<file path="config.mk">
export PLATFORM = sky130hd
export DESIGN_NAME = totp_code_engine
export DESIGN_NICKNAME = d
export VERILOG_FILES = /design/src/sv/totp_pkg.sv /design/src/sv/totp_code_engine.sv /design/src/sv/totp_sha1.sv
export SDC_FILE = /design/constraint.sdc
export NUM_CORES = 2
export LEC_CHECK = 0
export ABC_AREA = 0
export BUFFER_PORTS_ARGS = -buffer_cell sky130_fd_sc_hd__buf_4
export CORE_UTILIZATION = 31
export DETAILED_ROUTE_END_ITERATION = 8
export HOLD_SLACK_MARGIN = 0.05
export PLACE_DENSITY = 0.47
export SETUP_SLACK_MARGIN = 0.1
export SLEW_MARGIN = 20
export SYNTH_ARGS = -nofsm -noshare
export SYNTH_HDL_FRONTEND = slang
export SYNTH_SLANG_ARGS = --single-unit
</file>
<file path="constraint.sdc">
create_clock -name clk -period 18.1 [get_ports clk]
set_input_delay 1.81 -clock clk [delete_from_list [all_inputs] [get_ports clk]]
set_output_delay 1.81 -clock clk [all_outputs]
set_load 0.1 [all_outputs]
</file>
<file path="src/sv/totp_pkg.sv">
// ----------------------------------------------------------------------------
// totp_pkg: shared constants for the one-time password engine
// Register indexes, SHA-1 initial hash and round constants, powers of ten.
// ----------------------------------------------------------------------------
package totp_pkg;

    localparam logic [2:0] REG_KEY0   = 3'd0;
    localparam logic [2:0] REG_KEY1   = 3'd1;
    localparam logic [2:0] REG_KEY2   = 3'd2;
    localparam logic [2:0] REG_KEYLEN = 3'd3;
    localparam logic [2:0] REG_STEP   = 3'd4;
    localparam logic [2:0] REG_DIGITS = 3'd5;
    localparam logic [2:0] REG_WINDOW = 3'd6;

    localparam logic [159:0] SHA1_IV =
        160'h67452301_EFCDAB89_98BADCFE_10325476_C3D2E1F0;

    localparam logic [31:0] SHA1_K0 = 32'h5A827999;
    localparam logic [31:0] SHA1_K1 = 32'h6ED9EBA1;
    localparam logic [31:0] SHA1_K2 = 32'h8F1BBCDC;
    localparam logic [31:0] SHA1_K3 = 32'hCA62C1D6;

    localparam logic [31:0] MATCH_MODULUS = 32'd1000000;

    typedef logic [29:0] pow_t;

    function automatic pow_t pow_ten(input logic [3:0] d);
        pow_t p;
        case (d)
            4'd0:    p = 30'd1;
            4'd1:    p = 30'd10;
            4'd2:    p = 30'd100;
            4'd3:    p = 30'd1000;
            4'd4:    p = 30'd10000;
            4'd5:    p = 30'd100000;
            4'd6:    p = 30'd1000000;
            4'd7:    p = 30'd10000000;
            4'd8:    p = 30'd100000000;
            default: p = 30'd1000000000;
        endcase
        return p;
    endfunction

endpackage

</file>
<file path="src/sv/totp_code_engine.sv">
// ----------------------------------------------------------------------------
// totp_code_engine: time-based one-time password engine (HMAC-SHA1)
// Computes the code for a Unix time and checks a candidate over a window.
// ----------------------------------------------------------------------------
// Usage: write the key, key length, step, digit count and window through the
// cfg channel (cfg_ready is always high) while the engine is idle. Present a
// query on unix_seconds and candidate_code with start; it is taken when busy
// is low. Busy stays high until done pulses for one cycle with otp_value,
// seconds_left and code_match; the receiver cannot stall, so the result beat
// must be taken in the done cycle (code_match clears when the next query is
// taken).
// Each HMAC evaluation runs four SHA-1 blocks of 80 rounds on one shared
// round unit; each division or modulo runs on one shared restoring
// divider. A query costs one HMAC for the code plus up to 2*window+1 HMACs
// for the match, each with its division and modulo; the search stops at
// the first match.
// Reset returns the configuration registers to their defaults and the engine
// to idle.
// ----------------------------------------------------------------------------
module totp_code_engine #(
    parameter int KEY_BYTES  = 20,
    parameter int MAX_WINDOW = 7
) (
    input  logic        clk,
    input  logic        rst_n,
    input  logic        cfg_valid,
    output logic        cfg_ready,
    input  logic [2:0]  cfg_index,
    input  logic [63:0] cfg_data,
    input  logic        start,
    output logic        busy,
    input  logic [62:0] unix_seconds,
    input  logic [19:0] candidate_code,
    output logic        done,
    output logic [29:0] otp_value,
    output logic [31:0] seconds_left,
    output logic        code_match
);

    localparam int WW = (MAX_WINDOW > 0) ? $clog2(MAX_WINDOW + 1) : 1;

    localparam logic [2:0] ST_IDLE   = 3'd0;
    localparam logic [2:0] ST_DIV    = 3'd1;
    localparam logic [2:0] ST_HMAC   = 3'd2;
    localparam logic [2:0] ST_MOD    = 3'd3;
    localparam logic [2:0] ST_BACK   = 3'd4;
    localparam logic [2:0] ST_FINISH = 3'd5;

    logic [63:0] key0_reg, key1_reg;
    logic [31:0] key2_reg, step_reg;
    logic [4:0]  klen_reg;
    logic [3:0]  dig_reg;
    logic [2:0]  win_reg;

    logic [2:0]   state_reg;
    logic         main_reg;
    logic [63:0]  tw_reg, ctr_reg;
    logic [19:0]  cand_reg;
    logic [WW-1:0] back_reg;
    logic [WW:0]  iter_reg;
    logic [1:0]   blk_reg;
    logic         go_reg;
    logic [159:0] h_reg, ih_reg;
    logic [63:0]  div_q_reg;
    logic [31:0]  div_r_reg, div_d_reg;
    logic [6:0]   div_cnt_reg;
    logic         done_reg, match_reg;
    logic [29:0]  otp_reg;
    logic [31:0]  secl_reg;

    logic [31:0]   ts;
    logic [4:0]    klen;
    logic [3:0]    dig;
    logic [WW-1:0] win;
    logic [159:0]  key_m;
    logic [511:0]  blk;
    logic [159:0]  sha_h_in, sha_h_out;
    logic          sha_done;
    logic [32:0]   div_part;
    logic          div_ge;
    logic [3:0]    off;
    logic [31:0]   word;

    always_comb
    begin
        ts   = (step_reg == 32'd0) ? 32'd1 : step_reg;
        klen = (int'(klen_reg) > KEY_BYTES) ? 5'(KEY_BYTES) : klen_reg;
        dig  = (dig_reg > 4'd9) ? 4'd9 : dig_reg;
        win  = (int'(win_reg) > MAX_WINDOW) ? WW'(MAX_WINDOW) : WW'(win_reg);
        key_m = {key0_reg, key1_reg, key2_reg};
        for (int i = 0; i < 20; i++)
            if (i >= int'(klen))
                key_m[159 - 8*i -: 8] = 8'h00;
        case (blk_reg)
            2'd0:    blk = {key_m, 352'b0} ^ {64{8'h36}};
            2'd1:    blk = {ctr_reg, 8'h80, 376'b0, 64'd576};
            2'd2:    blk = {key_m, 352'b0} ^ {64{8'h5C}};
            default: blk = {ih_reg, 8'h80, 280'b0, 64'd672};
        endcase
        sha_h_in = blk_reg[0] ? h_reg : totp_pkg::SHA1_IV;
        div_part = {div_r_reg, div_q_reg[63]};
        div_ge   = (div_part >= {1'b0, div_d_reg});
        off      = sha_h_out[3:0];
        word     = 32'(sha_h_out >> (8'd128 - {1'b0, off, 3'b000}));
    end

    totp_sha1 u_sha1 (
        .clk   (clk),
        .rst_n (rst_n),
        .go    (go_reg),
        .h_in  (sha_h_in),
        .block (blk),
        .done  (sha_done),
        .h_out (sha_h_out)
    );

    // Configuration registers.
    always_ff @(posedge clk or negedge rst_n)
    begin
        if (!rst_n)
        begin
            key0_reg <= 64'd0;
            key1_reg <= 64'd0;
            key2_reg <= 32'd0;
            klen_reg <= 5'd20;
            step_reg <= 32'd30;
            dig_reg  <= 4'd6;
            win_reg  <= 3'd1;
        end
        else if (cfg_valid)
        begin
            case (cfg_index)
                totp_pkg::REG_KEY0:   key0_reg <= cfg_data;
                totp_pkg::REG_KEY1:   key1_reg <= cfg_data;
                totp_pkg::REG_KEY2:   key2_reg <= cfg_data[31:0];
                totp_pkg::REG_KEYLEN: klen_reg <= cfg_data[4:0];
                totp_pkg::REG_STEP:   step_reg <= cfg_data[31:0];
                totp_pkg::REG_DIGITS: dig_reg  <= cfg_data[3:0];
                totp_pkg::REG_WINDOW: win_reg  <= cfg_data[2:0];
                default: ;
            endcase
        end
    end

    // Sequencer.
    always_ff @(posedge clk or negedge rst_n)
    begin
        if (!rst_n)
        begin
            state_reg   <= ST_IDLE;
            done_reg    <= 1'b0;
            go_reg      <= 1'b0;
            div_cnt_reg <= 7'd0;
        end
        else
        begin
            done_reg <= 1'b0;
            go_reg   <= 1'b0;
            if (div_cnt_reg != 7'd0)
            begin
                div_cnt_reg <= div_cnt_reg - 7'd1;
                div_q_reg   <= {div_q_reg[62:0], div_ge};
                div_r_reg   <= div_ge ? 32'(div_part - {1'b0, div_d_reg})
                                      : div_part[31:0];
            end
            case (state_reg)
                ST_IDLE:
                begin
                    if (start)
                    begin
                        tw_reg      <= {1'b0, unix_seconds};
                        cand_reg    <= candidate_code;
                        main_reg    <= 1'b1;
                        match_reg   <= 1'b0;
                        back_reg    <= win;
                        iter_reg    <= {win, 1'b1};
                        div_q_reg   <= {1'b0, unix_seconds};
                        div_r_reg   <= 32'd0;
                        div_d_reg   <= ts;
                        div_cnt_reg <= 7'd64;
                        state_reg   <= ST_DIV;
                    end
                end
                ST_DIV:
                begin
                    if (div_cnt_reg == 7'd0)
                    begin
                        if (main_reg)
                            secl_reg <= ts - div_r_reg;
                        ctr_reg   <= div_q_reg;
                        blk_reg   <= 2'd0;
                        go_reg    <= 1'b1;
                        state_reg <= ST_HMAC;
                    end
                end
                ST_HMAC:
                begin
                    if (sha_done)
                    begin
                        h_reg <= sha_h_out;
                        if (blk_reg == 2'd1)
                            ih_reg <= sha_h_out;
                        if (blk_reg == 2'd3)
                        begin
                            div_q_reg   <= {33'd0, word[30:0]};
                            div_r_reg   <= 32'd0;
                            div_d_reg   <= main_reg ? {2'b00, totp_pkg::pow_ten(dig)}
                                                    : totp_pkg::MATCH_MODULUS;
                            div_cnt_reg <= 7'd64;
                            state_reg   <= ST_MOD;
                        end
                        else
                        begin
                            blk_reg <= blk_reg + 2'd1;
                            go_reg  <= 1'b1;
                        end
                    end
                end
                ST_MOD:
                begin
                    if (div_cnt_reg == 7'd0)
                    begin
                        if (main_reg)
                        begin
                            otp_reg   <= div_r_reg[29:0];
                            main_reg  <= 1'b0;
                            state_reg <= ST_BACK;
                        end
                        else if (div_r_reg == {12'd0, cand_reg})
                        begin
                            match_reg <= 1'b1;
                            state_reg <= ST_FINISH;
                        end
                        else if (iter_reg == (WW+1)'(1))
                            state_reg <= ST_FINISH;
                        else
                        begin
                            iter_reg  <= iter_reg - (WW+1)'(1);
                            tw_reg    <= tw_reg + {32'd0, ts};
                            state_reg <= ST_BACK;
                        end
                    end
                end
                ST_BACK:
                begin
                    // Walks back to the oldest step of the window, then
                    // starts the division for the step in tw_reg.
                    if (back_reg != '0)
                    begin
                        tw_reg   <= tw_reg - {32'd0, ts};
                        back_reg <= back_reg - WW'(1);
                    end
                    else
                    begin
                        div_q_reg   <= tw_reg;
                        div_r_reg   <= 32'd0;
                        div_d_reg   <= ts;
                        div_cnt_reg <= 7'd64;
                        state_reg   <= ST_DIV;
                    end
                end
                ST_FINISH:
                begin
                    done_reg  <= 1'b1;
                    state_reg <= ST_IDLE;
                end
                default:
                    state_reg <= ST_IDLE;
            endcase
        end
    end

    assign cfg_ready    = 1'b1;
    assign busy         = (state_reg != ST_IDLE);
    assign done         = done_reg;
    assign otp_value    = otp_reg;
    assign seconds_left = secl_reg;
    assign code_match   = match_reg;

    a_done_idle: assert property (@(posedge clk) disable iff (!rst_n)
        done_reg |-> (state_reg == ST_IDLE && $past(state_reg) == ST_FINISH))
        else $error("result strobe outside of finish");

    a_sha_in_hmac: assert property (@(posedge clk) disable iff (!rst_n)
        sha_done |-> (state_reg == ST_HMAC))
        else $error("hash block finished outside of HMAC phase");

    a_div_phase: assert property (@(posedge clk) disable iff (!rst_n)
        (div_cnt_reg != 7'd0) |-> (state_reg == ST_DIV || state_reg == ST_MOD))
        else $error("divider running outside of a divide phase");

    a_go_once: assert property (@(posedge clk) disable iff (!rst_n)
        go_reg |=> !go_reg)
        else $error("hash start held for more than one cycle");

endmodule

</file>
<file path="src/sv/totp_sha1.sv">
// ----------------------------------------------------------------------------
// totp_sha1: iterative SHA-1 block compression
// One 512-bit block per run, one round per clock, 80 rounds.
// ----------------------------------------------------------------------------
module totp_sha1 (
    input  logic         clk,
    input  logic         rst_n,
    input  logic         go,
    input  logic [159:0] h_in,
    input  logic [511:0] block,
    output logic         done,
    output logic [159:0] h_out
);

    logic [31:0]  a_reg, b_reg, c_reg, d_reg, e_reg;
    logic [159:0] hs_reg;
    logic [31:0]  w_reg [16];
    logic [6:0]   rnd_reg;
    logic         run_reg;
    logic         done_reg;
    logic [31:0]  f, k, t, w_new;

    always_comb
    begin
        if (rnd_reg < 7'd20)
        begin
            f = (b_reg & c_reg) | (~b_reg & d_reg);
            k = totp_pkg::SHA1_K0;
        end
        else if (rnd_reg < 7'd40)
        begin
            f = b_reg ^ c_reg ^ d_reg;
            k = totp_pkg::SHA1_K1;
        end
        else if (rnd_reg < 7'd60)
        begin
            f = (b_reg & c_reg) | (b_reg & d_reg) | (c_reg & d_reg);
            k = totp_pkg::SHA1_K2;
        end
        else
        begin
            f = b_reg ^ c_reg ^ d_reg;
            k = totp_pkg::SHA1_K3;
        end
        t = {a_reg[26:0], a_reg[31:27]} + f + e_reg + k + w_reg[0];
        w_new = w_reg[13] ^ w_reg[8] ^ w_reg[2] ^ w_reg[0];
        w_new = {w_new[30:0], w_new[31]};
    end

    always_ff @(posedge clk or negedge rst_n)
    begin
        if (!rst_n)
        begin
            run_reg  <= 1'b0;
            done_reg <= 1'b0;
            rnd_reg  <= 7'd0;
        end
        else
        begin
            done_reg <= 1'b0;
            if (go)
            begin
                run_reg <= 1'b1;
                rnd_reg <= 7'd0;
            end
            else if (run_reg)
            begin
                rnd_reg <= rnd_reg + 7'd1;
                if (rnd_reg == 7'd79)
                begin
                    run_reg  <= 1'b0;
                    done_reg <= 1'b1;
                end
            end
        end
    end

    always_ff @(posedge clk)
    begin
        if (go)
        begin
            hs_reg <= h_in;
            a_reg  <= h_in[159:128];
            b_reg  <= h_in[127:96];
            c_reg  <= h_in[95:64];
            d_reg  <= h_in[63:32];
            e_reg  <= h_in[31:0];
            for (int j = 0; j < 16; j++)
                w_reg[j] <= block[511 - 32*j -: 32];
        end
        else if (run_reg)
        begin
            e_reg <= d_reg;
            d_reg <= c_reg;
            c_reg <= {b_reg[1:0], b_reg[31:2]};
            b_reg <= a_reg;
            a_reg <= t;
            for (int j = 0; j < 15; j++)
                w_reg[j] <= w_reg[j+1];
            w_reg[15] <= w_new;
        end
    end

    assign done  = done_reg;
    assign h_out = {hs_reg[159:128] + a_reg, hs_reg[127:96] + b_reg,
                    hs_reg[95:64] + c_reg, hs_reg[63:32] + d_reg,
                    hs_reg[31:0] + e_reg};

endmodule
</file>
# --- After elaboration in Yosys (flattened, before gate mapping) ---
# Memories as Yosys holds them, arrays and structs flattened.
# Index checks and enable logic that the tools add are counted.
classes:
  n_reduce_logical: 35
  n_bitwise: 31
  shift: 1
  addsub: 19
  order_cmp: 26
  n_eq_ne: 29
  n_mux: 138
op_table:
  columns: ["op", "n"]
  rows:
  - ["$pmux 512 s3", 1]
  - ["$mux 32", 42]
  - ["$mux 64", 11]
  - ["$not 256->256", 2]
  - ["$pmux 64 s3", 2]
  - ["$add 32x32->32", 9]
  - ["$pmux 32 s3", 2]
  - ["$mux 160", 1]
  - ["$mux 8", 20]
  - ["$shr 160x8->31", 1]
  - ["$xor 32x32->32", 5]
  - ["$and 32x32->32", 4]
  - ["$or 32x32->32", 3]
  - ["$add 64x32->64", 1]
  - ["$sub 32x32->32", 2]
  - ["$sub 64x32->64", 1]
  - ["$mux 7", 7]
  - ["$ge 4x5->1 const A", 8]
  - ["$ge 33x32->1", 1]
  - ["$eq 32x20->1", 1]
  - ["$logic_not 32->1", 1]
  - ["$not 32->32", 1]
  - ["$mux 31", 1]
  - ["$mux 30", 1]
  - ["48 further kinds", 151]
totals:
  romBits: 480
  ramBits: 512
  memories: 2
  out_inout_bits: 66
  register_bits: 1214
  input_bits: 154
  wordCells: 316
memory_table:
  columns: ["name", "depth", "width", "read_ports", "rd_clocked_by_memory_dff", "wr", "line_no", "rtl"]
  rows:
  - ["u_sha1.w_reg", 16, 32, 16, 0, 16, "totp_sha1.sv:17", "logic [31:0] w_reg [16];"]
  - ["(no name shown)", 16, 30, 1, 0, 0, "totp_pkg.sv:29", "case (d)"]

# --- Depth between registers and ports, before layout ---
logic_depth:
  ltp_word: 12
  depth_mapped: 29
  depth_no_buf: 27

# --- Modules after synthesis ---
# Synthesis repeated with hierarchy kept, for this count alone.
hier_totals:
  hier_cells: 8054
  hier_area_um2: 96968.0
modules_own_cells:
  columns: ["module", "seq_area_each_um2", "instances", "area_each_um2", "cells_per_inst"]
  rows:
  - ["totp_code_engine", 25505.7, 1, 49999.2, 4577]
  - ["totp_sha1", 25209.2, 1, 46968.8, 3477]

# --- Worst setup path after synthesis ---
# Ideal clock, no wire load.
synth_path:
  path_type: "register -> register"
  from: "register go_reg"
  to: "register u_sha1.run_reg"
  path_slack_ns: 4.498
  setup_time_ns: 0.099
  arrival_ns: 13.503
  period_less_slack_ns: 13.602
  path_stages_with_launch: 6
  path_buffers: 3
  t_required_ns: 18.001
  path_cell_list: "dfrtp_1 > clkbuf_1 > clkbuf_1 > clkbuf_1 > or2_2 > o41a_1"
synth_via:
  elab_chain_len: 1
synth_lines:
  columns: ["item", "line_no", "rtl"]
  rows:
  - ["start, declared", "totp_code_engine.sv:62", "logic go_reg;"]
  - ["start signal, assigned", "totp_code_engine.sv:152", "go_reg <= 1'b0;"]
  - ["start signal, assigned", "totp_code_engine.sv:158", "go_reg <= 1'b0;"]
  - ["start signal, assigned", "totp_code_engine.sv:192", "go_reg <= 1'b1;"]
  - ["$mux 1", "totp_sha1.sv:61", "if (go)"]
  - ["end signal, assigned", "totp_sha1.sv:54", "run_reg <= 1'b0;"]
  - ["end signal, assigned", "totp_sha1.sv:63", "run_reg <= 1'b1;"]
  - ["end signal, assigned", "totp_sha1.sv:71", "run_reg <= 1'b0;"]
  - ["end, declared", "totp_sha1.sv:19", "logic run_reg;"]
# Every way passes these cells.
# A chain may end at the register's enable or synchronous reset.

# --- Final worst setup path ---
layout_path:
  from: "register u_sha1.rnd_reg[3]"
  to: "register u_sha1.a_reg[31], data pin"
layout_via:
  elab_chain_len: 10
  elab_cells_between_ends: 15
  classes_between: "4 x add/sub; 3 x order compare; 8 x mux"
layout_lines:
  columns: ["item", "line_no", "rtl"]
  rows:
  - ["start, declared", "totp_sha1.sv:18", "logic [6:0] rnd_reg;"]
  - ["start signal, assigned", "totp_sha1.sv:68", "rnd_reg <= rnd_reg + 7'd1;"]
  - ["$lt 7x6->1", "totp_sha1.sv:35", "else if (rnd_reg < 7'd60)"]
  - ["$mux 32", "totp_sha1.sv:35", null]
  - ["$mux 32", "totp_sha1.sv:30", "else if (rnd_reg < 7'd40)"]
  - ["$mux 32", "totp_sha1.sv:25", "if (rnd_reg < 7'd20)"]
  - ["$add 32x32->32 (2 in series)", "totp_sha1.sv:45", "t = {a_reg[26:0], a_reg[31:27]} + f + e_reg + k + w_reg[0];"]
  - ["$add 32x32->32 * (2 in series)", "totp_sha1.sv:45", null]
  - ["$mux 32 *", "totp_sha1.sv:91", "else if (run_reg)"]
  - ["$mux 32 *", "totp_sha1.sv:80", "if (go)"]
  - ["end signal, assigned", "totp_sha1.sv:83", "a_reg <= h_in[159:128];"]
  - ["end signal, assigned", "totp_sha1.sv:97", "a_reg <= t;"]
  - ["end, declared", "totp_sha1.sv:15", "logic [31:0] a_reg, b_reg, c_reg, d_reg, e_reg;"]
# Every way passes the cells marked *; elsewhere a longest branch is shown, timed or not. The select of a mux whose other input is x is not followed.

==> impl_metrics.env <==
export IMPL_synth_nets=9192
export IMPL_crit_type="reg -> reg"
export IMPL_synth_top_cell_area_share_pct=47.5
export IMPL_clk_latency_ns=0.93
export IMPL_io_buffer_count=218
export IMPL_finalSetupViolCount=0
export IMPL_hold_path_class="reg -> reg"
export IMPL_synth_ff_type="edfxtp_1"
export IMPL_hp_start="div_q_reg[54]"
export IMPL_cts_buffers=209
export IMPL_synth_edf_count=1501
export IMPL_arrival_ns=9.30
export IMPL_end_kind="flip-flop"
export IMPL_die_w_microns=555
export IMPL_grt_pass1_wl_mm=561
export IMPL_dr_pass1_iters=6
export IMPL_synth_area_leaders="edfxtp_1, dfrtp_1, ha_1, a21oi_1, mux2_2"
export IMPL_yosys_cell_types_count=89
export IMPL_avgViaCountPerCell=5.56
export IMPL_syn_cell_area_sq_mm=0.0949
export IMPL_start_util_pct=31.2
export IMPL_timing_fmax_mhz=114
export IMPL_dp_hpwl_mm=310
export IMPL_async_reset_ff_share_pct=13.0
export IMPL_clockBufferDepth=4
export IMPL_fin_crit_ns=8.74
export IMPL_hold_depth=0
export IMPL_drc=0
export IMPL_drive_gt1_share_pct=13.3
export IMPL_fin_cells=12987
export IMPL_synth_area_per_cell_sq_um=11.1
export IMPL_nets=9319
export IMPL_syn2layout_area_growth_pct=14.6
export IMPL_whs_ns=0.467
export IMPL_rsz0062_at_grt="false"
export IMPL_place_congestion=1.00
export IMPL_r2r_slack_ns=9.36
export IMPL_finalClockSkew_ns=0.0902
export IMPL_fin_util_pct=35.8
export IMPL_worstMarginPinSlew_ns=1.31
export IMPL_hold_viol=0
export IMPL_critPathMaxFanout=23
export IMPL_slew_violations=0
export IMPL_synth_seq_area_share_pct=53.4
export IMPL_rr_endpoint="u_sha1.a_reg[31]"
export IMPL_start_kind="flip-flop"
export IMPL_io_pins=220
export IMPL_tns_ns=0
export IMPL_r2r_start="u_sha1.rnd_reg[3]"
export IMPL_num_vias=72229
export IMPL_syn_inst=8572
export IMPL_grt_max_degree=171
export IMPL_track_usage_pct=26.0
export IMPL_ant_nets=0
export IMPL_final_period_utilization_pct=48.3
export IMPL_wire_per_inst_microns=31.6
export IMPL_drt_iter0_drc=8783
export IMPL_status="finished, final reports clean"
export IMPL_cp_required_ns=18.66
export IMPL_slew_headroom_pct=12.4
export IMPL_grt_pass1_vias=68505
export IMPL_design_die_area_sq_mm=0.308
export IMPL_ff2ff_path_depth=26
export IMPL_overflow=0
export IMPL_coreArea_sq_mm=0.304
export IMPL_std_cell_rows=202
export IMPL_htree_levels=4
export IMPL_hold_end="ctr_reg[54]"
export IMPL_placedCellCount=12568
export IMPL_yosys_area_top_type="edfxtp_1"
export IMPL_cts_sinks=1726
export IMPL_cts_tree="yes"
export IMPL_max_cap_viol_count=0
export IMPL_cts_root_buf="clkbuf_16"
export IMPL_ctsHoldBuffers=0
export IMPL_die_h_microns=555
export IMPL_post_cts_setup_buffer_count=0
export IMPL_synth_seq_cells=1726
export IMPL_clk_pin_slew_ns=0.06
export IMPL_antenna_found_initial=69
export IMPL_drt_wl_total_mm=410
export IMPL_postCtsResizedCells=0
export IMPL_largest_register_ffs=512
export IMPL_yosysWarnings=0
## worst max-delay path: stages, from the launching register on
cell and delay, ns:
dfrtp_1 0.47, o21ai_0 0.24, nor2b_1 0.23, nand2b_1 0.08, buf_4 0.23, inv_1 0.43, nor2_1 0.08, buf_4 0.24
inv_1 0.62, fa_1 0.55, fa_1 0.55, inv_1 0.06, fa_1 0.53, inv_1 0.04, ha_1 0.32, nor2b_1 0.14
o21ai_0 0.23, a21oi_1 0.16, o311ai_0 0.82, a21oi_1 0.26, a221oi_1 0.70, o21ai_0 0.34, o31ai_1 0.47, nand3_1 0.13
a31oi_1 0.23, xnor2_1 0.14, o21ai_0 0.09
## logic make-up (layout without fill, tap and decap cells)
logic type / count (synthesis) / in the layout / share of synthesized area (%)
compound gates: 2322 / 2322 / 15.4
simple gates: 2150 / 2150 / 10.5
flops: 1726 / 1726 / 53.4
buf+inv: 1004 / 1306 / 3.98
fa+ha+maj: 466 / 466 / 7.11
xor+xnor: 455 / 455 / 4.20
mux: 448 / 448 / 5.38
other cells: 1 / 34 / 0.00395
## routing by layer
layer | track usage (%) | share of wire (%) | up-vias
met2 | 39.9 | 44 | 3114
li1 | - | - | 31545
met4 | 11.5 | 5.1 | 24
met3 | 5.09 | 8.0 | 623
met1 | 35.3 | 42 | 36923
met5 | 0 | 0.040 | -
## how the worst max path moves through the flow
stage                           start               end  cells after the start
floorplan                      go_reg    u_sha1.run_reg                      5
global placement    u_sha1.rnd_reg[4]  u_sha1.a_reg[31]                     25
detailed placement  u_sha1.rnd_reg[4]  u_sha1.a_reg[29]                     25
CTS                 u_sha1.rnd_reg[4]  u_sha1.a_reg[31]                     25
global route        u_sha1.rnd_reg[3]  u_sha1.a_reg[31]                     26
finish              u_sha1.rnd_reg[3]  u_sha1.a_reg[31]                     26
## cell usage after synthesis (66+ instances only)
library cell	n
clkbuf_1	456
a221o_1	66
and2_1	158
a211oi_1	118
fa_1	122
nor3_1	78
nor2_1	444
ha_1	344
nand2_1	894
nand3_1	153
o21ai_0	563
dfrtp_1	216
inv_1	496
mux2i_1	119
a21oi_1	740
a21o_1	300
mux2_2	310
nand2b_1	132
xnor2_1	286
xor2_1	169
edfxtp_1	1501
nor2b_1	83
## cell type report
class / instances / area (sq um)
fill: 30321 / 195000
sequential: 1726 / 50700
multi-input combinational: 5842 / 41000
clock buffer: 266 / 5580
tap: 4080 / 5100
timing repair buffer: 423 / 3270
inverter: 497 / 1870
clock inverter: 120 / 1090
antenna: 33 / 82.6
## stage by stage
stage | worst slack (ns) | area, sq um
5_1_grt | 8.72 | 109000
4_1_cts | 9.43 | 109000
3_5_place_dp | 9.53 | 102000
2_1_floorplan | 4.50 | 94900
3_3_place_gp | 9.51 | 102000
6_report | 9.36 | 109000
## layout by cell type, fill, tap and decap left out, types with 42 or more instances in the layout
master / n
nor2_1: 438
a21oi_1: 738
o21a_1: 48
and3_1: 45
o211ai_1: 42
clkinv_1: 49
a221o_1: 66
a221oi_1: 60
clkbuf_16: 211
ha_1: 338
nand2b_1: 131
mux2i_1: 119
and2_1: 154
nand2_1: 892
nor3_1: 73
nand3_1: 152
o21bai_1: 44
o21ai_0: 560
mux2_2: 310
xor2_1: 155
fa_1: 122
a31oi_1: 59
edfxtp_1: 1501
a211oi_1: 118
xnor2_1: 251
nor2b_1: 82
a21o_1: 300
dfrtp_1: 215
inv_1: 496
clkbuf_1: 46
buf_4: 415
Power is left out: the tool's default activity adds up to more than one toggle a clock period on the data nets, which glitch-free logic cannot reach.
